===== src/rtl/snowcov_pkg.sv =====
`default_nettype none
// ----------------------------------------------------------------------------
// Snow cover fraction update: shared package
// Field widths, fixed-point constants and the command and status words
// that pass between the controller and the datapath.
// ----------------------------------------------------------------------------
package snowcov_pkg;

   localparam int LEN_W   = 22;
   localparam int COV_W   = 17;
   localparam int WATER_W = 25;
   localparam int DEPTH_W = 24;
   localparam int QUO_W   = 16;
   localparam int CNT_W   = 4;

   localparam logic [COV_W-1:0]   FULL_COVER = 17'h10000;
   localparam logic [WATER_W-1:0] WATER_MAX  = 25'h0FFFFFF;
   localparam logic [WATER_W-1:0] WATER_MIN  = 25'h1000000;

   typedef struct packed {
      logic load;
      logic water;
      logic slope;
      logic div_step;
      logic out_load;
   } snowcov_cmd_type;

   typedef struct packed {
      logic go_slope;
      logic div_needed;
      logic out_free;
   } snowcov_status_type;

endpackage
`default_nettype wire


===== src/rtl/snowcov_ctrl.sv =====
`default_nettype none
// ----------------------------------------------------------------------------
// Snow cover fraction update: controller
// Sequences one word through the water step, on a melt step the slope step
// and where needed the sixteen restoring divide steps, then the hand-off to the output register.
// ----------------------------------------------------------------------------
module snowcov_ctrl (
   input  wire                              clock,
   input  wire                              reset,
   input  wire                              req_valid,
   output logic                             req_stall,
   input  snowcov_pkg::snowcov_status_type  status,
   output snowcov_pkg::snowcov_cmd_type     cmd
);
   import snowcov_pkg::*;

   localparam logic [2:0] S_IDLE  = 3'd0;
   localparam logic [2:0] S_WATER = 3'd1;
   localparam logic [2:0] S_SLOPE = 3'd2;
   localparam logic [2:0] S_DIV   = 3'd3;
   localparam logic [2:0] S_DONE  = 3'd4;

   logic [2:0]       state_ff;
   logic [2:0]       state_in;
   logic [CNT_W-1:0] count_ff;
   logic [CNT_W-1:0] count_in;

   assign req_stall = reset | (state_ff != S_IDLE);

   always_comb begin
      state_in     = state_ff;
      count_in     = count_ff;
      cmd          = '0;
      unique case (state_ff)
         S_IDLE: begin
            if (req_valid && !req_stall) begin
               cmd.load = 1'b1;
               state_in = S_WATER;
            end
         end
         S_WATER: begin
            cmd.water = 1'b1;
            state_in  = status.go_slope ? S_SLOPE : S_DONE;
         end
         S_SLOPE: begin
            cmd.slope = 1'b1;
            if (status.div_needed) begin
               count_in = '1;
               state_in = S_DIV;
            end else begin
               state_in = S_DONE;
            end
         end
         S_DIV: begin
            cmd.div_step = 1'b1;
            count_in     = count_ff - 1'b1;
            if (count_ff == '0) begin
               state_in = S_DONE;
            end
         end
         S_DONE: begin
            if (status.out_free) begin
               cmd.out_load = 1'b1;
               state_in     = S_IDLE;
            end
         end
         default: begin
            state_in = S_IDLE;
         end
      endcase
   end

   always_ff @(posedge clock) begin
      if (reset) begin
         state_ff <= S_IDLE;
      end else begin
         state_ff <= state_in;
      end
   end

   always_ff @(posedge clock) begin
      count_ff <= count_in;
   end

endmodule
`default_nettype wire


===== src/rtl/snowcov_datapath.sv =====
`default_nettype none
// ----------------------------------------------------------------------------
// Snow cover fraction update: datapath
// Holds the captured word, the buried-distribution state, the slope limit,
// the restoring divider and the output register.
// ----------------------------------------------------------------------------
module snowcov_datapath (
   input  wire                                clock,
   input  wire                                reset,
   input  snowcov_pkg::snowcov_cmd_type       cmd,
   output snowcov_pkg::snowcov_status_type    status,
   input  wire                                csr_write_enable,
   input  wire  [snowcov_pkg::LEN_W-1:0]      csr_write_data,
   input  wire                                req_snowing,
   input  wire                                req_melting,
   input  wire  [snowcov_pkg::LEN_W-1:0]      req_new_water_equiv,
   input  wire  [snowcov_pkg::LEN_W-1:0]      req_prev_water_equiv,
   input  wire  [snowcov_pkg::LEN_W-1:0]      req_new_depth,
   input  wire  [snowcov_pkg::LEN_W-1:0]      req_prev_depth,
   input  wire  [snowcov_pkg::COV_W-1:0]      req_prev_coverage,
   output logic                               rsp_valid,
   input  wire                                rsp_stall,
   output logic [snowcov_pkg::COV_W-1:0]      rsp_coverage,
   output logic                               rsp_buried_mode
);
   import snowcov_pkg::*;

   // Captured word.
   logic             snow_ff, melt_ff;
   logic [LEN_W-1:0] nw_ff, pw_ff, nd_ff, pd_ff;
   logic [COV_W-1:0] pc_ff, pc_in;

   // Persistent state.
   logic [LEN_W-1:0]          limit_ff, limit_in;
   logic                      mode_ff, mode_in;
   logic signed [WATER_W-1:0] water_ff, water_in;
   logic [COV_W-1:0]          cover_ff, cover_in;
   logic [DEPTH_W-1:0]        slope_ff, slope_in;
   logic [DEPTH_W-1:0]        peak_ff, peak_in;

   // Working registers.
   logic [COV_W-1:0]   cov_ff, cov_in;
   logic               use_div_ff, use_div_in;
   logic [DEPTH_W-1:0] rem_ff, rem_in;
   logic [DEPTH_W-1:0] dvs_ff, dvs_in;
   logic [QUO_W-1:0]   quo_ff, quo_in;

   // Output register.
   logic             rsp_valid_ff, rsp_valid_in;
   logic [COV_W-1:0] rsp_cov_ff, rsp_cov_in;
   logic             rsp_mode_ff, rsp_mode_in;

   // Water arithmetic.
   logic signed [LEN_W+1:0]   diff_c;
   logic signed [WATER_W+1:0] sum_c;
   logic signed [WATER_W-1:0] sat_c;
   logic                      deep_snow_c;

   // Slope arithmetic.
   logic [LEN_W:0]     two_pd_c;
   logic [DEPTH_W-1:0] slope_new_c;
   logic [DEPTH_W-1:0] slope_c;
   logic [DEPTH_W-1:0] peak_old_c;
   logic [DEPTH_W-1:0] peak_new_c;
   logic               shrink_c;
   logic               div_needed_c;

   // Divider step.
   logic [DEPTH_W:0] r2_c;
   logic             ge_c;
   logic [DEPTH_W:0] r2_sub_c;

   assign pc_in = (req_prev_coverage > FULL_COVER) ? FULL_COVER : req_prev_coverage;

   assign diff_c = $signed({2'b00, nw_ff}) - $signed({2'b00, pw_ff});
   assign sum_c  = {{2{water_ff[WATER_W-1]}}, water_ff}
                 + {{(WATER_W-LEN_W){diff_c[LEN_W+1]}}, diff_c};

   always_comb begin
      if (sum_c > $signed({{2{1'b0}}, WATER_MAX})) begin
         sat_c = $signed(WATER_MAX);
      end else if (sum_c < $signed({{2{1'b1}}, WATER_MIN})) begin
         sat_c = $signed(WATER_MIN);
      end else begin
         sat_c = sum_c[WATER_W-1:0];
      end
   end

   assign deep_snow_c = {nd_ff, 1'b0} >= {1'b0, limit_ff};

   assign two_pd_c    = {pd_ff, 1'b0};
   assign slope_new_c = (two_pd_c > {1'b0, limit_ff}) ? {2'b00, limit_ff}
                                                      : {1'b0, two_pd_c};
   assign slope_c     = (slope_ff == '0) ? slope_new_c : slope_ff;
   assign peak_old_c  = (slope_ff == '0) ? slope_new_c : peak_ff;
   assign peak_new_c  = {1'b0, nd_ff, 1'b0};
   assign shrink_c    = (peak_new_c < peak_old_c) || (peak_old_c == '0);
   assign div_needed_c = (water_ff == '0) && shrink_c && (slope_c != '0)
                       && (peak_new_c < slope_c);

   assign r2_c     = {rem_ff, 1'b0};
   assign ge_c     = r2_c >= {1'b0, dvs_ff};
   assign r2_sub_c = r2_c - {1'b0, dvs_ff};

   assign status.go_slope   = melt_ff && !snow_ff;
   assign status.div_needed = div_needed_c;
   assign status.out_free   = !rsp_valid_ff || !rsp_stall;

   always_comb begin
      limit_in   = csr_write_enable ? csr_write_data : limit_ff;
      mode_in    = mode_ff;
      water_in   = water_ff;
      cover_in   = cover_ff;
      slope_in   = slope_ff;
      peak_in    = peak_ff;
      cov_in     = cov_ff;
      use_div_in = use_div_ff;
      rem_in     = rem_ff;
      dvs_in     = dvs_ff;
      quo_in     = quo_ff;

      if (cmd.load) begin
         use_div_in = 1'b0;
      end

      if (cmd.water) begin
         if (snow_ff) begin
            cov_in = FULL_COVER;
            if (mode_ff) begin
               if (water_ff == '0) begin
                  cover_in = pc_ff;
               end
               water_in = sat_c;
               if (deep_snow_c) begin
                  mode_in  = 1'b0;
                  water_in = '0;
                  slope_in = '0;
                  cover_in = FULL_COVER;
               end
            end else if (pc_ff < FULL_COVER) begin
               mode_in  = 1'b1;
               water_in = {{(WATER_W-LEN_W-2){diff_c[LEN_W+1]}}, diff_c};
            end
         end else if (melt_ff) begin
            cov_in = pc_ff;
            if ((water_ff > 0) && (nw_ff < pw_ff)) begin
               if (sat_c <= 0) begin
                  water_in = '0;
                  cov_in   = cover_ff;
                  cover_in = FULL_COVER;
               end else begin
                  water_in = sat_c;
               end
            end
         end else begin
            cov_in = pc_ff;
         end
      end

      if (cmd.slope && (water_ff == '0)) begin
         if (slope_ff == '0) begin
            mode_in = 1'b1;
         end
         slope_in = slope_c;
         peak_in  = peak_new_c;
         if (shrink_c) begin
            if (div_needed_c) begin
               use_div_in = 1'b1;
               rem_in     = peak_new_c;
               dvs_in     = slope_c;
               quo_in     = '0;
            end else begin
               cov_in = FULL_COVER;
            end
         end
      end

      if (cmd.div_step) begin
         rem_in = ge_c ? r2_sub_c[DEPTH_W-1:0] : r2_c[DEPTH_W-1:0];
         quo_in = {quo_ff[QUO_W-2:0], ge_c};
      end
   end

   always_comb begin
      rsp_valid_in = rsp_valid_ff && rsp_stall;
      rsp_cov_in   = rsp_cov_ff;
      rsp_mode_in  = rsp_mode_ff;
      if (cmd.out_load) begin
         rsp_valid_in = 1'b1;
         rsp_cov_in   = use_div_ff ? {1'b0, quo_ff} : cov_ff;
         rsp_mode_in  = mode_ff;
      end
   end

   always_ff @(posedge clock) begin
      if (reset) begin
         limit_ff     <= LEN_W'(65536);
         mode_ff      <= 1'b0;
         water_ff     <= '0;
         cover_ff     <= FULL_COVER;
         slope_ff     <= '0;
         peak_ff      <= '0;
         rsp_valid_ff <= 1'b0;
      end else begin
         limit_ff     <= limit_in;
         mode_ff      <= mode_in;
         water_ff     <= water_in;
         cover_ff     <= cover_in;
         slope_ff     <= slope_in;
         peak_ff      <= peak_in;
         rsp_valid_ff <= rsp_valid_in;
      end
   end

   always_ff @(posedge clock) begin
      if (cmd.load) begin
         snow_ff <= req_snowing;
         melt_ff <= req_melting;
         nw_ff   <= req_new_water_equiv;
         pw_ff   <= req_prev_water_equiv;
         nd_ff   <= req_new_depth;
         pd_ff   <= req_prev_depth;
         pc_ff   <= pc_in;
      end
      cov_ff      <= cov_in;
      use_div_ff  <= use_div_in;
      rem_ff      <= rem_in;
      dvs_ff      <= dvs_in;
      quo_ff      <= quo_in;
      rsp_cov_ff  <= rsp_cov_in;
      rsp_mode_ff <= rsp_mode_in;
   end

   assign rsp_valid       = rsp_valid_ff;
   assign rsp_coverage    = rsp_cov_ff;
   assign rsp_buried_mode = rsp_mode_ff;

endmodule
`default_nettype wire


===== src/rtl/snow_cover_fraction_update.sv =====
`default_nettype none
// ----------------------------------------------------------------------------
// Snow cover fraction update: top level
// Updates the snow-covered fraction once per time step, with a buried
// distribution for new snow over a partial pack.
//
//   Channel  Direction  Handshake            Word
//   req_     in         req_valid/req_stall  flags, water, depth, cover
//   rsp_     out        rsp_valid/rsp_stall  coverage, buried mode
//   csr_     in         csr_write_enable     slope limit
//
// An accepted word goes through the water step and, on a melt step, the
// slope step and, when a division is needed, the sixteen steps of the
// restoring divider, then waits for the output register to be free. Input
// is stalled until the result is in the output register; the next word is
// then taken while that result waits.
// Reset is synchronous; it returns the state and the slope limit to their
// reset values and empties the output register.
// ----------------------------------------------------------------------------
module snow_cover_fraction_update (
   input  wire                            clock,
   input  wire                            reset,
   input  wire                            csr_write_enable,
   input  wire  [snowcov_pkg::LEN_W-1:0]  csr_write_data,
   input  wire                            req_valid,
   output logic                           req_stall,
   input  wire                            req_snowing,
   input  wire                            req_melting,
   input  wire  [snowcov_pkg::LEN_W-1:0]  req_new_water_equiv,
   input  wire  [snowcov_pkg::LEN_W-1:0]  req_prev_water_equiv,
   input  wire  [snowcov_pkg::LEN_W-1:0]  req_new_depth,
   input  wire  [snowcov_pkg::LEN_W-1:0]  req_prev_depth,
   input  wire  [snowcov_pkg::COV_W-1:0]  req_prev_coverage,
   output logic                           rsp_valid,
   input  wire                            rsp_stall,
   output logic [snowcov_pkg::COV_W-1:0]  rsp_coverage,
   output logic                           rsp_buried_mode
);
   import snowcov_pkg::*;

   snowcov_cmd_type    cmd;
   snowcov_status_type status;

   snowcov_ctrl u_ctrl (
      .clock     (clock),
      .reset     (reset),
      .req_valid (req_valid),
      .req_stall (req_stall),
      .status    (status),
      .cmd       (cmd)
   );

   snowcov_datapath u_datapath (
      .clock                (clock),
      .reset                (reset),
      .cmd                  (cmd),
      .status               (status),
      .csr_write_enable     (csr_write_enable),
      .csr_write_data       (csr_write_data),
      .req_snowing          (req_snowing),
      .req_melting          (req_melting),
      .req_new_water_equiv  (req_new_water_equiv),
      .req_prev_water_equiv (req_prev_water_equiv),
      .req_new_depth        (req_new_depth),
      .req_prev_depth       (req_prev_depth),
      .req_prev_coverage    (req_prev_coverage),
      .rsp_valid            (rsp_valid),
      .rsp_stall            (rsp_stall),
      .rsp_coverage         (rsp_coverage),
      .rsp_buried_mode      (rsp_buried_mode)
   );

endmodule
`default_nettype wire

===== config.mk =====
export PLATFORM = sky130hd
export DESIGN_NAME = snow_cover_fraction_update
export DESIGN_NICKNAME = d
export VERILOG_FILES = /design/src/rtl/snowcov_pkg.sv /design/src/rtl/snowcov_ctrl.sv /design/src/rtl/snowcov_datapath.sv /design/src/rtl/snow_cover_fraction_update.sv
export SDC_FILE = /design/constraint.sdc
export NUM_CORES = 1
export LEC_CHECK = 0
export ABC_AREA = 1
export BUFFER_PORTS_ARGS = -buffer_cell sky130_fd_sc_hd__buf_2
export CAP_MARGIN = 20
export CORE_ASPECT_RATIO = 0.5
export CORE_MARGIN = 1
export CORE_UTILIZATION = 40
export DETAILED_ROUTE_END_ITERATION = 12
export PLACE_DENSITY = 0.53
export SETUP_SLACK_MARGIN = 0.1
export SLEW_MARGIN = 10
export SYNTH_ARGS = -nofsm -noshare
export SYNTH_HDL_FRONTEND = slang
export SYNTH_HIERARCHICAL = 1
export SYNTH_SLANG_ARGS = --single-unit

===== constraint.sdc =====
create_clock -name clock -period 6.7 [get_ports clock]
set_clock_uncertainty 0.1 [all_clocks]
set_input_delay 0.335 -clock clock [delete_from_list [all_inputs] [get_ports clock]]
set_output_delay 0.335 -clock clock [all_outputs]
set_load 0.02 [all_outputs]

Yosys cells after proc, flatten, opt, wreduce, memory -nomap -nowiden. Cells that the tools add are included.

$lt $le $gt $ge: 12. Add/sub/neg operators: 4. Reductions and logical operators: 39. Eq/ne operators: 11. Multiplexer cells: 69. Bitwise logic cells: 1.

Operators by type and width (count): 2-to-1 mux 24 bit (12); 2-to-1 mux 17 bit (15); 2-to-1 mux 25 bit (9); 2-to-1 mux 16 bit (5); zero test 24 bit (2); less-than comparator 23 x 24 -> 1 bit (2); > comparator 27 x 25 -> 1 bit (second input constant) (1); less-than comparator 27 x 25 -> 1 bit (second input constant) (1); adder 25 x 23 -> 26 bit (1); >= comparator 25 x 24 -> 1 bit (1); > comparator 25 x 1 -> 1 bit (second input constant) (1); less-or-equal comparator 25 x 1 -> 1 bit (second input constant) (1); zero test 25 bit (1); nonzero test 24 bit (1); subtractor 24 bit (1); >= comparator 23 x 22 -> 1 bit (1); > comparator 23 x 22 -> 1 bit (1); 2-to-1 mux 23 bit (1); subtractor 22 x 22 -> 23 bit (1); less-than comparator 22 bit (1); nonzero test 2 bit (11); 2-to-1 mux 1 bit (19); > comparator 17 bit (second input constant) (1); less-than comparator 17 bit (second input constant) (1); 22 further kinds (45).

Logic and storage cells: 160. Output and inout port bits: 20. Flip-flop bits (word level): 326.

Longest topological paths before layout. Gate-level depths: netlist of the first run.

Depth in word-level cells: 14. Mapped depth: 37. Gate-level depth less buffers: 36.

Modules after synthesis. Netlist of the first run, hierarchy kept.

Modules (own cells, without submodules): snowcov_datapath (seq. area each 8277.9 µm², instances 1, cells an instance 2473, area an instance 19277.2 µm²); snowcov_ctrl (seq. area each 180.2 µm², instances 1, cells an instance 63, area an instance 450.4 µm²).

Worst setup path before layout of the first run. Ideal clock, no wire load.

Kind: register to register. From: register u_ctrl.state_ff[1]. To: register u_datapath.melt_ff (enable). Library setup time: 0.576 ns. Data arrival time: 5.279 ns. Cell stages (with the launch flop): 4. Path buffers: 0. Data required time: 6.024 ns. Path slack: 0.745 ns. Cell sequence: dfxtp_1 > nor3_1 > nand2_1 > nor2_1.

RTL lines: from (decl) (RTL line snowcov_ctrl.sv:23) `logic [2:0] state_ff;`; from (signal assigned) (RTL line snowcov_ctrl.sv:77) `state_ff <= state_in;`; to (signal assigned) (RTL line snowcov_datapath.sv:218) `melt_ff <= req_melting;`; to (decl) (RTL line snowcov_datapath.sv:29) `logic snow_ff, melt_ff;`.

Worst setup path in the final report of the first run.
From: register u_datapath.nw_ff[2]. To: register u_datapath.water_ff[22].

Longest elaborated chain between the ends: 10. Elaborated cells between the ends (all ways): 18. Those cells by class: add/sub: 2; order compare: 4; mux: 9; reduce/logical: 3.

Ends and longest elaborated chain: from (decl) (RTL line snowcov_datapath.sv:30) `logic [LEN_W-1:0] nw_ff, pw_ff, nd_ff, pd_ff;`; from (signal assigned) (RTL line snowcov_datapath.sv:219) `nw_ff <= req_new_water_equiv;`; subtractor 22 x 22 -> 23 bit (RTL line snowcov_datapath.sv:75) `assign diff_c = $signed({2'b00, nw_ff}) - $signed({2'b00, pw_ff});`; adder 25 x 23 -> 26 bit (RTL line snowcov_datapath.sv:77) `+ {{(WATER_W-LEN_W){diff_c[LEN_W+1]}}, diff_c};`; less-than comparator 27 x 25 -> 1 bit (RTL line snowcov_datapath.sv:82) `end else if (sum_c < $signed({{2{1'b1}}, WATER_MIN})) begin`; 2-to-1 mux 25 bit (RTL line snowcov_datapath.sv:82); 2-to-1 mux 25 bit (RTL line snowcov_datapath.sv:80) `if (sum_c > $signed({{2{1'b0}}, WATER_MAX})) begin`; less-or-equal comparator 25 x 1 -> 1 bit (RTL line snowcov_datapath.sv:147) `if (sat_c <= 0) begin`; 2-to-1 mux 25 bit (RTL line snowcov_datapath.sv:147); 2-to-1 mux 25 bit (RTL line snowcov_datapath.sv:146) `if ((water_ff > 0) && (nw_ff < pw_ff)) begin`; 2-to-1 mux 25 bit (RTL line snowcov_datapath.sv:144) `end else if (melt_ff) begin`; 2-to-1 mux 25 bit (RTL line snowcov_datapath.sv:127) `if (snow_ff) begin`; to (signal assigned) (RTL line snowcov_datapath.sv:207) `water_ff <= water_in;`; to (decl) (RTL line snowcov_datapath.sv:36) `logic signed [WATER_W-1:0] water_ff, water_in;`.

Parallel ways exist; a longest one is shown, timed or not. The select of a mux whose other input is x is not followed. A chain may end at the register's enable or synchronous reset.

==> results.sh, run 1 <==
export IMPL_cts_buffer_depth=3
export IMPL_ys_flop_type="edfxtp_1"
export IMPL_dpl_cell_area_um2=21200
export IMPL_vias=17200
export IMPL_fin_nets=3089
export IMPL_cpPeakStageDelay_ps=520
export IMPL_synth_seq_cells=326
export IMPL_rows=57
export IMPL_rsz0062_at_grt="no"
export IMPL_synth_nets=2832
export IMPL_ctsResizeCount=0
export IMPL_async_flop_share_pct=0
export IMPL_startpoint="u_datapath/nw_ff[2]"
export IMPL_finalHoldViolations=0
export IMPL_die_y_um=159
export IMPL_r2r_cells=30
export IMPL_ant_nets=0
export IMPL_wirelength_um=54500
export IMPL_cts_max_level=2
export IMPL_yosys_cell_types_count=48
export IMPL_grt_max_degree=55
export IMPL_final_cells=3468
export IMPL_critPathArrivalTime_ps=6060
export IMPL_seqPwrFrac_pct=38.7
export IMPL_cts_tree="built"
export IMPL_wl_per_cell_um=15.7
export IMPL_port_buffers=153
export IMPL_core_um2=48600
export IMPL_grt_pass1_wl_um=88300
export IMPL_slew_viol_final=0
export IMPL_cts_inserted_buffers=34
export IMPL_min_path_cells=3
export IMPL_cp_num_buf_inv=4
export IMPL_grt_ovfl_total=0
export IMPL_track_usage_pct=21.9
export IMPL_ioPinCount=154
export IMPL_gp_congestion=0.901
export IMPL_place_inst=3280
export IMPL_endpoint_kind="flip-flop"
export IMPL_syn_area_per_cell_um2=7.78
export IMPL_max_freq_mhz=175
export IMPL_critPathLaunchType="flip-flop"
export IMPL_fin_crit_ps=5720
export IMPL_hold_start="req_prev_coverage[14]"
export IMPL_hp_class="in -> reg"
export IMPL_relSlewSlack_pct=39.1
export IMPL_clockRootBuffer="clkbuf_16"
export IMPL_critPathMaxFanout=23
export IMPL_critPathRequiredTime_ps=7040
export IMPL_p_per_area_nw_per_um2=268
export IMPL_drive_above_1_share_pct=8.76
export IMPL_ys_seq_area_share_pct=42.9
export IMPL_holdPathEnd="u_datapath/pc_ff[14]"
export IMPL_fin_hold_ws_ps=23.1
export IMPL_fin_area_um2=23500
export IMPL_num_antenna_cells=0
export IMPL_critPathSlowestCell="o21ai_0"
export IMPL_clkSinkCount=326
export IMPL_regToRegStartpoint="u_datapath/nw_ff[2]"
export IMPL_combinationalPowerShare_pct=31.5
export IMPL_crit_type="reg -> reg"
export IMPL_r2r_setup_slack_ps=980
export IMPL_status="complete, no violations"
export IMPL_finalSetupTns_ps=0
export IMPL_start_util_pct=40.6
export IMPL_leakage_nw=11.0
export IMPL_r2r_end="u_datapath/water_ff[22]"
export IMPL_drt_pass1_iterations=5
export IMPL_viasPerCell=4.96
export IMPL_worst_pin_slew_ps=911
export IMPL_p_clk_share_pct=29.8
export IMPL_setup_viol=0
export IMPL_fp_dieArea_um2=50300
export IMPL_antenna_found_initial=0
export IMPL_internal_power_mw=4.04
export IMPL_p_sw_mw=2.27
export IMPL_insertion_delay_ps=560
export IMPL_grt_pass1_vias=16667
export IMPL_syn_area_um2=19700
export IMPL_syn2layout_area_growth_pct=19.2
export IMPL_hpwl_um=39800
export IMPL_p_sw_share_pct=35.9
export IMPL_die_w_um=316
export IMPL_crit_top_cell="nand2_1"
export IMPL_fin_crit_sh_pct=85.3
export IMPL_num_fill_cells=4762
export IMPL_clk_pin_slew_ps=60
export IMPL_peakVddDrop_mv=0.185
export IMPL_drcViolationCount=0
export IMPL_crit_family="simple AND/OR/NAND/NOR gates"
export IMPL_synth_edf_count=193
export IMPL_netlist_instances=2536
export IMPL_synth_warnings=6
export IMPL_cap_violations=0
export IMPL_drtIter0Drc=1052
power by group through the flow:
stage / clock (mW) / combinational (mW) / sequential (mW)
after detailed placement: 0 / 1.91 / 2.48
after CTS: 1.95 / 1.97 / 2.44
after floorplan: 0 / 1.39 / 2.45
final: 1.88 / 1.98 / 2.44
after global routing: 2.03 / 2.25 / 2.46
after global placement: 0 / 1.90 / 2.48
registers in the layout, indices dropped and copies added, names as in the netlist, 17 cells and up:
name,count
u_datapath/limit_ff,22
u_datapath/rem_ff,24
u_datapath/nd_ff,22
u_datapath/rsp_coverage,17
u_datapath/cov_ff,17
u_datapath/pd_ff,22
u_datapath/peak_ff,22
u_datapath/slope_ff,24
u_datapath/nw_ff,22
u_datapath/dvs_ff,24
u_datapath/pw_ff,22
u_datapath/water_ff,25
u_datapath/cover_ff,17
u_datapath/pc_ff,17
stage by stage:
step	worst slack (ps)	util (%)	power [mW]
floorplan	745	-	3.83
global placement	1050	43.5	4.39
detailed placement	947	43.6	4.39
CTS	924	48.3	6.36
global route	323	48.4	6.74
finish	984	48.4	6.31
synth_stat cells (all sizes together) (2+ instances only):
master,instances,area [um2]
nand2,662,2520
inv,366,1370
a21oi,243,1220
edfxtp,193,5800
nor2,188,716
ha,159,1990
o21ai,154,771
nand3,146,746
dfxtp,133,2660
clkbuf,56,210
xor2,33,289
nand4,31,194
buf,25,143
xnor2,24,210
nor4,21,138
nor3,19,95.1
o211ai,15,118
a31oi,10,62.6
a21o,9,67.6
a22o,8,70.1
o21bai,8,71.3
a211oi,7,52.6
clkinv,5,18.8
o221ai,4,35.0
a32oi,3,26.3
fa,3,60.1
and3,2,12.5
or2,2,12.5
worst reg2reg max path: cells and delay by family (launching register included):
family | cells | cell delay [ps]
and+or+nand+nor | 16 | 1970
AOI/OAI and AO/OA | 7 | 1800
adders and majority gates | 2 | 760
buffers and inverters | 4 | 390
DFF | 1 | 370
xor gates and xnor gates | 1 | 230
metal layers:
layer	GRT usage [%]	part of all wire [%]	up-vias
met5	0	0	-
li1	-	-	8921
met3	3.54	4.0	52
met1	30.9	49	7951
met2	35.4	45	276
met4	3.97	1.3	0
what timing repair did:
action	4_1_cts	5_1_grt
setup endpoints to repair	0	0
buffers inserted	0	0
endpoints found under the hold margin	122	0
hold buffers	124	0
worst max path at each step:
stage | end | slack [ps] | depth (start not counted)
after floorplan | u_datapath/melt_ff | 750 | 3
after global placement | u_datapath/cov_ff[16] | 1050 | 30
after detailed placement | u_datapath/cov_ff[3] | 950 | 29
after CTS | u_datapath/cov_ff[3] | 920 | 29
after global routing | u_datapath/cov_ff[0] | 320 | 29
final | u_datapath/water_ff[22] | 980 | 30
placed cells by master (no fill, tap or decap), types with 8 or more instances in the layout:
master	count
nand2_1	653
inv_1	364
a21oi_1	243
edfxtp_1	193
nor2_1	185
ha_1	159
buf_2	153
o21ai_0	149
nand3_1	143
dfxtp_1	133
dlygate4sd3_1	124
clkbuf_16	35
xor2_1	33
nand4_1	31
xnor2_1	24
buf_4	22
nor3_1	19
nor4_1	19
o211ai_1	14
clkinv_1	11
clkbuf_1	10
a31oi_1	10
a21o_1	9
a22o_1	8
area by class of cell:
cell class | instances | area [um2] | share of cell area, %
Multi-Input combinational cell | 1758 | 9540 | 40.6
Sequential cell | 326 | 8460 | 36.0
Timing Repair Buffer | 302 | 2250 | 9.56
Inverter | 371 | 1390 | 5.92
Clock buffer | 48 | 948 | 4.03
Tap cell | 649 | 812 | 3.45
Clock inverter | 14 | 111 | 0.474
kinds of logic after synthesis:
group,synth area share (%)
DFF,42.9
AOI/OAI and AO/OA,12.8
and+or+nand+nor,22.6
xor gates and xnor gates,2.53
buffers and inverters,8.85
adders and majority gates,10.4
Power figures use the tool's default switching activity.
==> run 2: changes to the inputs <==
Settings changed: ABC_AREA 1 to default.
==> run 2 against run 1 <==
Critical endpoint is now u_datapath/water_ff[3]; first-iteration DRC count increased by 12%; final cell count fell by 12%; sequential power shrank 2%.
==> results.sh, run 2 <==
export IMPL_status="complete, no violations"
export IMPL_r2r_setup_slack_ps=570
export IMPL_postCtsSetupBuffers=0
export IMPL_cts_tree="built"
export IMPL_syn_area_um2=19900
export IMPL_synth_seq_cells=326
export IMPL_rsz0062_at_grt="no"
export IMPL_layout_commonest_cell="nor2_1"
export IMPL_clockRootBuffer="clkbuf_16"
export IMPL_syn2layout_area_growth_pct=19.6
export IMPL_setup_viol=0
export IMPL_grt_pass1_wl_um=89200
export IMPL_port_buffers=153
export IMPL_dpl_cell_area_um2=21400
export IMPL_leakage_nw=9.80
export IMPL_gp_congestion=0.908
export IMPL_crit_type="reg -> reg"
export IMPL_fin_crit_sh_pct=91.4
export IMPL_cpPeakStageDelay_ps=600
export IMPL_drtIter0Drc=1182
export IMPL_slew_viol_final=0
export IMPL_grt_max_degree=74
export IMPL_drive_above_1_share_pct=14.0
export IMPL_wirelength_um=56100
export IMPL_track_usage_pct=22.2
export IMPL_cap_violations=0
export IMPL_endpoint_kind="flip-flop"
export IMPL_critPathSlowestCell="or4_1"
export IMPL_viasPerCell=5.44
export IMPL_wl_per_cell_um=18.5
export IMPL_synth_edf_count=193
export IMPL_relSlewSlack_pct=27.1
export IMPL_crit_family="compound AO/OA/AOI/OAI gates"
export IMPL_ant_nets=0
export IMPL_core_um2=48800
export IMPL_cts_inserted_buffers=34
export IMPL_critPathLaunchType="flip-flop"
export IMPL_synth_commonest_cells="nor2_1, edfxtp_1, nand2_1"
export IMPL_num_antenna_cells=0
export IMPL_drcViolationCount=0
export IMPL_async_flop_share_pct=0
export IMPL_hpwl_um=39800
export IMPL_critPathMaxFanout=24
export IMPL_cp_num_buf_inv=1
export IMPL_synth_adder_area_share_pct=10.6
export IMPL_hp_class="in -> reg"
export IMPL_critPathArrivalTime_ps=6420
export IMPL_clkSinkCount=326
export IMPL_clk_pin_slew_ps=70
export IMPL_vias=16539
export IMPL_final_util_pct=48.7
export IMPL_ys_flop_type="edfxtp_1"
export IMPL_synth_top_area_cell="edfxtp_1"
export IMPL_synth_nets=2415
export IMPL_mostFrequentLayoutCells="nor2_1, edfxtp_1, nand2_1, ha_1, buf_2"
export IMPL_cts_max_level=2
export IMPL_cts_buffer_depth=3
export IMPL_ioPinCount=154
export IMPL_synth_xor_area_share_pct=1.94
export IMPL_synthSimpleGateAreaFrac_pct=17.1
export IMPL_max_freq_mhz=163
export IMPL_synth_top_area_share_pct=29.2
export IMPL_num_fill_cells=4667
export IMPL_fp_dieArea_um2=50700
export IMPL_worstPathCellList="ha_1 -> nor2b_1 -> o21a_1 -> o21ai_0 -> a31oi_1 -> o211ai_1 -> a21oi_1 -> o41ai_1 -> xnor2_1 -> ha_1 -> a21o_1 -> a21oi_1 -> o21ai_0 -> or4_1 -> a311o_1 -> maj3_2 -> a2bb2oi_1 -> o2bb2ai_1 -> a221o_1 -> buf_12 -> a221oi_1 -> nor3_1"
export IMPL_synth_warnings=6
export IMPL_netlist_instances=2119
export IMPL_insertion_delay_ps=550
export IMPL_die_y_um=160
export IMPL_worst_pin_slew_ps=1090
export IMPL_die_w_um=317
export IMPL_fin_crit_ps=6130
export IMPL_synth_compound_area_share_pct=18.7
export IMPL_grt_pass1_vias=16058
export IMPL_finalSetupTns_ps=0
export IMPL_muxShareOfSynthArea_pct=4.59
export IMPL_top_register="u_datapath/water_ff"
export IMPL_ys_seq_area_share_pct=42.5
export IMPL_peakVddDrop_mv=0.205
export IMPL_fin_nets=2660
export IMPL_synth_top_family_by_area="compound AO/OA/AOI/OAI gates"
export IMPL_synth_most_common_cell="nor2_1"
export IMPL_fin_area_um2=23800
export IMPL_grt_ovfl_total=0
export IMPL_drt_pass1_iterations=6
export IMPL_syn_area_per_cell_um2=9.38
export IMPL_largest_reg_flops=25
export IMPL_rows=57
export IMPL_netlist_top_cells_area="edfxtp_1, dfxtp_1, ha_1"
export IMPL_start_util_pct=40.8
export IMPL_yosys_cell_types_count=85
export IMPL_p_per_area_nw_per_um2=248
export IMPL_critPathRequiredTime_ps=7000
export IMPL_antenna_found_initial=1
export IMPL_finalHoldViolations=0
run 2: cell types whose count changed after synthesis, sizes merged, moves of 25 or more:
cell / before / now
and2: 1 / 29
o21a: 1 / 26
nand3: 146 / 24
a21o: 9 / 48
nand2: 662 / 178
nor2b: 0 / 47
mux2i: 0 / 54
nor2: 188 / 233
inv: 366 / 136
o21ai: 154 / 126
or3: 0 / 33
a21oi: 243 / 127
mux2: 0 / 33
a31oi: 10 / 42
run 2: path summary, 6_finish.rpt:
kind                                            start                endpoint  depth (start not counted)
worst min-delay path            req_prev_coverage[16]    u_datapath/pc_ff[16]                          1
worst max-delay path              u_datapath/nw_ff[1]  u_datapath/water_ff[3]                         22
worst min register to register  u_datapath/peak_ff[7]   u_datapath/peak_ff[7]                          2
worst max register to register    u_datapath/nw_ff[1]  u_datapath/water_ff[3]                         22
run 2: kinds of logic (layout without fill, tap and decap cells):
| family | Yosys count | after routing |
|---|---|---|
| muxes | 87 | 87 |
| xor gates and xnor gates | 44 | 44 |
| and+or+nand+nor | 712 | 712 |
| adders and majority gates | 167 | 167 |
| DFF | 326 | 326 |
| buffers and inverters | 232 | 502 |
| AOI/OAI and AO/OA | 551 | 551 |
run 2: final cells by class:
type | count | area, um2 | area share (%)
clock buffers | 48 | 983 | 4.14
clock inverters | 13 | 179 | 0.752
inverters | 136 | 510 | 2.15
multi-input cells | 1561 | 10600 | 44.6
flip-flops and latches | 326 | 8460 | 35.6
well taps | 649 | 812 | 3.41
repair buffers | 305 | 2220 | 9.33
run 2: power breakdown:
group | total [mW] | switching [mW] | internal [mW] | leakage, nW
clock network | 2.03 | 0.844 | 1.19 | 0.576
logic | 1.48 | 0.860 | 0.619 | 6.37
registers | 2.39 | 0.108 | 2.28 | 2.85
total | 5.90 | 1.81 | 4.09 | 9.80
run 2: metrics by stage:
stage | total power, mW | hold WS, ps | std cells | setup WS, ps
after floorplan | 3.38 | 301 | 2119 | 627
after global placement | 3.82 | 339 | 2863 | 375
after detailed placement | 3.83 | 345 | 2863 | 221
after CTS | 5.93 | 7.88 | 3038 | 141
after global routing | 6.21 | 12.6 | 3038 | 110
final | 5.90 | 23.6 | 3038 | 574
run 2: layer usage:
metal | up-vias | GRT usage (%) | wire (um)
met4 | 0 | 3.81 | 763
met1 | 7875 | 31.9 | 27600
met3 | 59 | 3.29 | 2350
li1 | 8275 | - | -
met5 | - | 0 | 0
met2 | 330 | 35.5 | 25300
run 2: repair_timing:
item / 4_1_cts / 5_1_grt
endpoints found under the setup margin: 0 / 58
hold buffers: 114 / 0
gates resized for setup: 0 / 15
hold endpoints to repair: 114 / 0
==> run 3: changes to the inputs <==
Settings changed: PLACE_DENSITY 0.53 to 0.55.
Clock period 6.7 ns to 5 ns, I/O delays scaled along.
==> run 3 against run 2 <==
Global-route usage up 1.8 points; largest power group unchanged; critical path type unchanged; final cell count up 13%; the run now ends with negative setup slack left; combinational power up 95%; via count up 10%.
==> results.sh, run 3 (synthesized netlist as in run 2, its figures left out) <==
export IMPL_hp_class="in -> reg"
export IMPL_viasPerCell=5.33
export IMPL_design_power_total_mw=8.56
export IMPL_drive_above_1_share_pct=29.7
export IMPL_finalHoldViolations=0
export IMPL_fin_crit_ps=5780
export IMPL_grt_pass1_vias=17783
export IMPL_antenna_found_initial=2
export IMPL_syn2layout_area_growth_pct=40.5
export IMPL_cts_max_level=2
export IMPL_dpl_cell_area_um2=24000
export IMPL_cts_inserted_buffers=34
export IMPL_layout_commonest_cell="buf_4"
export IMPL_critPathLaunchType="flip-flop"
export IMPL_clk_pin_slew_ps=60
export IMPL_wirelength_um=61000
export IMPL_endpoint_kind="flip-flop"
export IMPL_grt_max_degree=55
export IMPL_fp_dieArea_um2=50700
export IMPL_drt_pass1_iterations=5
export IMPL_rsz0062_at_grt="yes"
export IMPL_mostFrequentLayoutCells="buf_4, nor2_1, edfxtp_1, nand2_1, ha_1"
export IMPL_vias=18237
export IMPL_ioPinCount=154
export IMPL_worst_pin_slew_ps=1020
export IMPL_finalSetupTns_ps=-57860
export IMPL_setup_viol=130
export IMPL_leakage_nw=11.8
export IMPL_track_usage_pct=24.0
export IMPL_gp_congestion=0.886
export IMPL_grt_pass1_wl_um=96200
export IMPL_cap_violations=0
export IMPL_ant_nets=0
export IMPL_start_util_pct=40.8
export IMPL_drtIter0Drc=1286
export IMPL_port_buffers=153
export IMPL_fin_crit_sh_pct=116
export IMPL_peakVddDrop_mv=0.208
export IMPL_crit_type="reg -> reg"
export IMPL_grt_ovfl_total=0
export IMPL_num_fill_cells=4270
export IMPL_drcViolationCount=0
export IMPL_die_w_um=317
export IMPL_cts_tree="built"
export IMPL_top_register="u_datapath/water_ff"
export IMPL_rows=57
export IMPL_wl_per_cell_um=17.8
export IMPL_clockRootBuffer="clkbuf_16"
export IMPL_slew_viol_final=0
export IMPL_relSlewSlack_pct=32.1
export IMPL_final_util_pct=57.3
export IMPL_core_um2=48800
export IMPL_fin_area_um2=27900
export IMPL_cts_buffer_depth=3
export IMPL_critPathArrivalTime_ps=6110
export IMPL_hpwl_um=43100
export IMPL_max_freq_mhz=173
export IMPL_die_y_um=160
export IMPL_p_per_area_nw_per_um2=307
export IMPL_clkSinkCount=326
export IMPL_violations="negative setup slack"
export IMPL_status="finished, violations left"
export IMPL_critPathRequiredTime_ps=5330
export IMPL_setup_ws_ps=-776
export IMPL_critPathMaxFanout=18
export IMPL_insertion_delay_ps=550
export IMPL_fin_nets=3045
export IMPL_largest_reg_flops=25
## run 3: routing by layer
layer	up-vias	GRT usage (%)	share of wire [%]
met4	0	5.44	1.9
met2	351	38.6	46
met1	8752	33.9	48
li1	9053	-	-
met3	81	3.55	4.2
met5	-	0	0
## run 3: what timing repair did
action	CTS	global route
endpoints found under the hold margin	147	0
endpoints found under the setup margin	131	131
gates cloned	6	1
setup buffers	41	14
hold buffers	133	0
pin swaps	54	62
gates resized for setup	107	96
## run 3: critical path: stages (launching register included)
cell	delay, ps
edfxtp_1	380
inv_2	80
ha_4	130
inv_2	40
fa_2	350
a211oi_2	250
o21ai_1	130
a21oi_2	170
buf_6	140
o21ai_4	70
o21a_4	230
o31ai_4	280
nand2b_1	100
a211oi_2	210
nor2_2	80
ha_4	240
and3_4	160
o2bb2ai_4	120
o31a_1	340
nor4b_2	300
nor4_2	90
a211oi_1	200
and4b_1	260
nand4_1	170
a211o_1	380
buf_12	170
mux2_2	300
a2111oi_4	200
## run 3: cell type report
type,instances,area (um2),area share (%)
diodes,1,2.50,0.00896
clock inverters,23,159,0.569
multi-input cells,1561,11600,41.4
clock buffers,38,887,3.18
flip-flops and latches,326,8460,30.3
well taps,649,812,2.91
inverters,136,513,1.84
repair buffers,690,5540,19.8
## run 3: where the power goes
part	internal (mW)	switching, mW	total, mW
Sequential	3.06	0.139	3.19
Combinational	1.43	1.44	2.88
Clock	1.34	1.15	2.49
## run 3: worst paths after layout
kind,startpoint,endpoint,slack (ps),cells past startpoint
max,u_datapath/nw_ff[0],u_datapath/cov_ff[12],-780,27
min,csr_write_enable,u_datapath/limit_ff[16],230,2
max reg2reg,u_datapath/nw_ff[0],u_datapath/cov_ff[12],-780,27
min reg2reg,u_datapath/peak_ff[7],u_datapath/peak_ff[7],350,2
## run 3: per-stage QoR
step | setup slack [ps] | hold WS [ps] | instances
2_1_floorplan | -477 | 216 | 2119
3_3_place_gp | -832 | 326 | 3169
3_5_place_dp | -1030 | 328 | 3169
4_1_cts | -784 | 213 | 3410
5_1_grt | -1070 | 247 | 3424
6_report | -776 | 229 | 3424
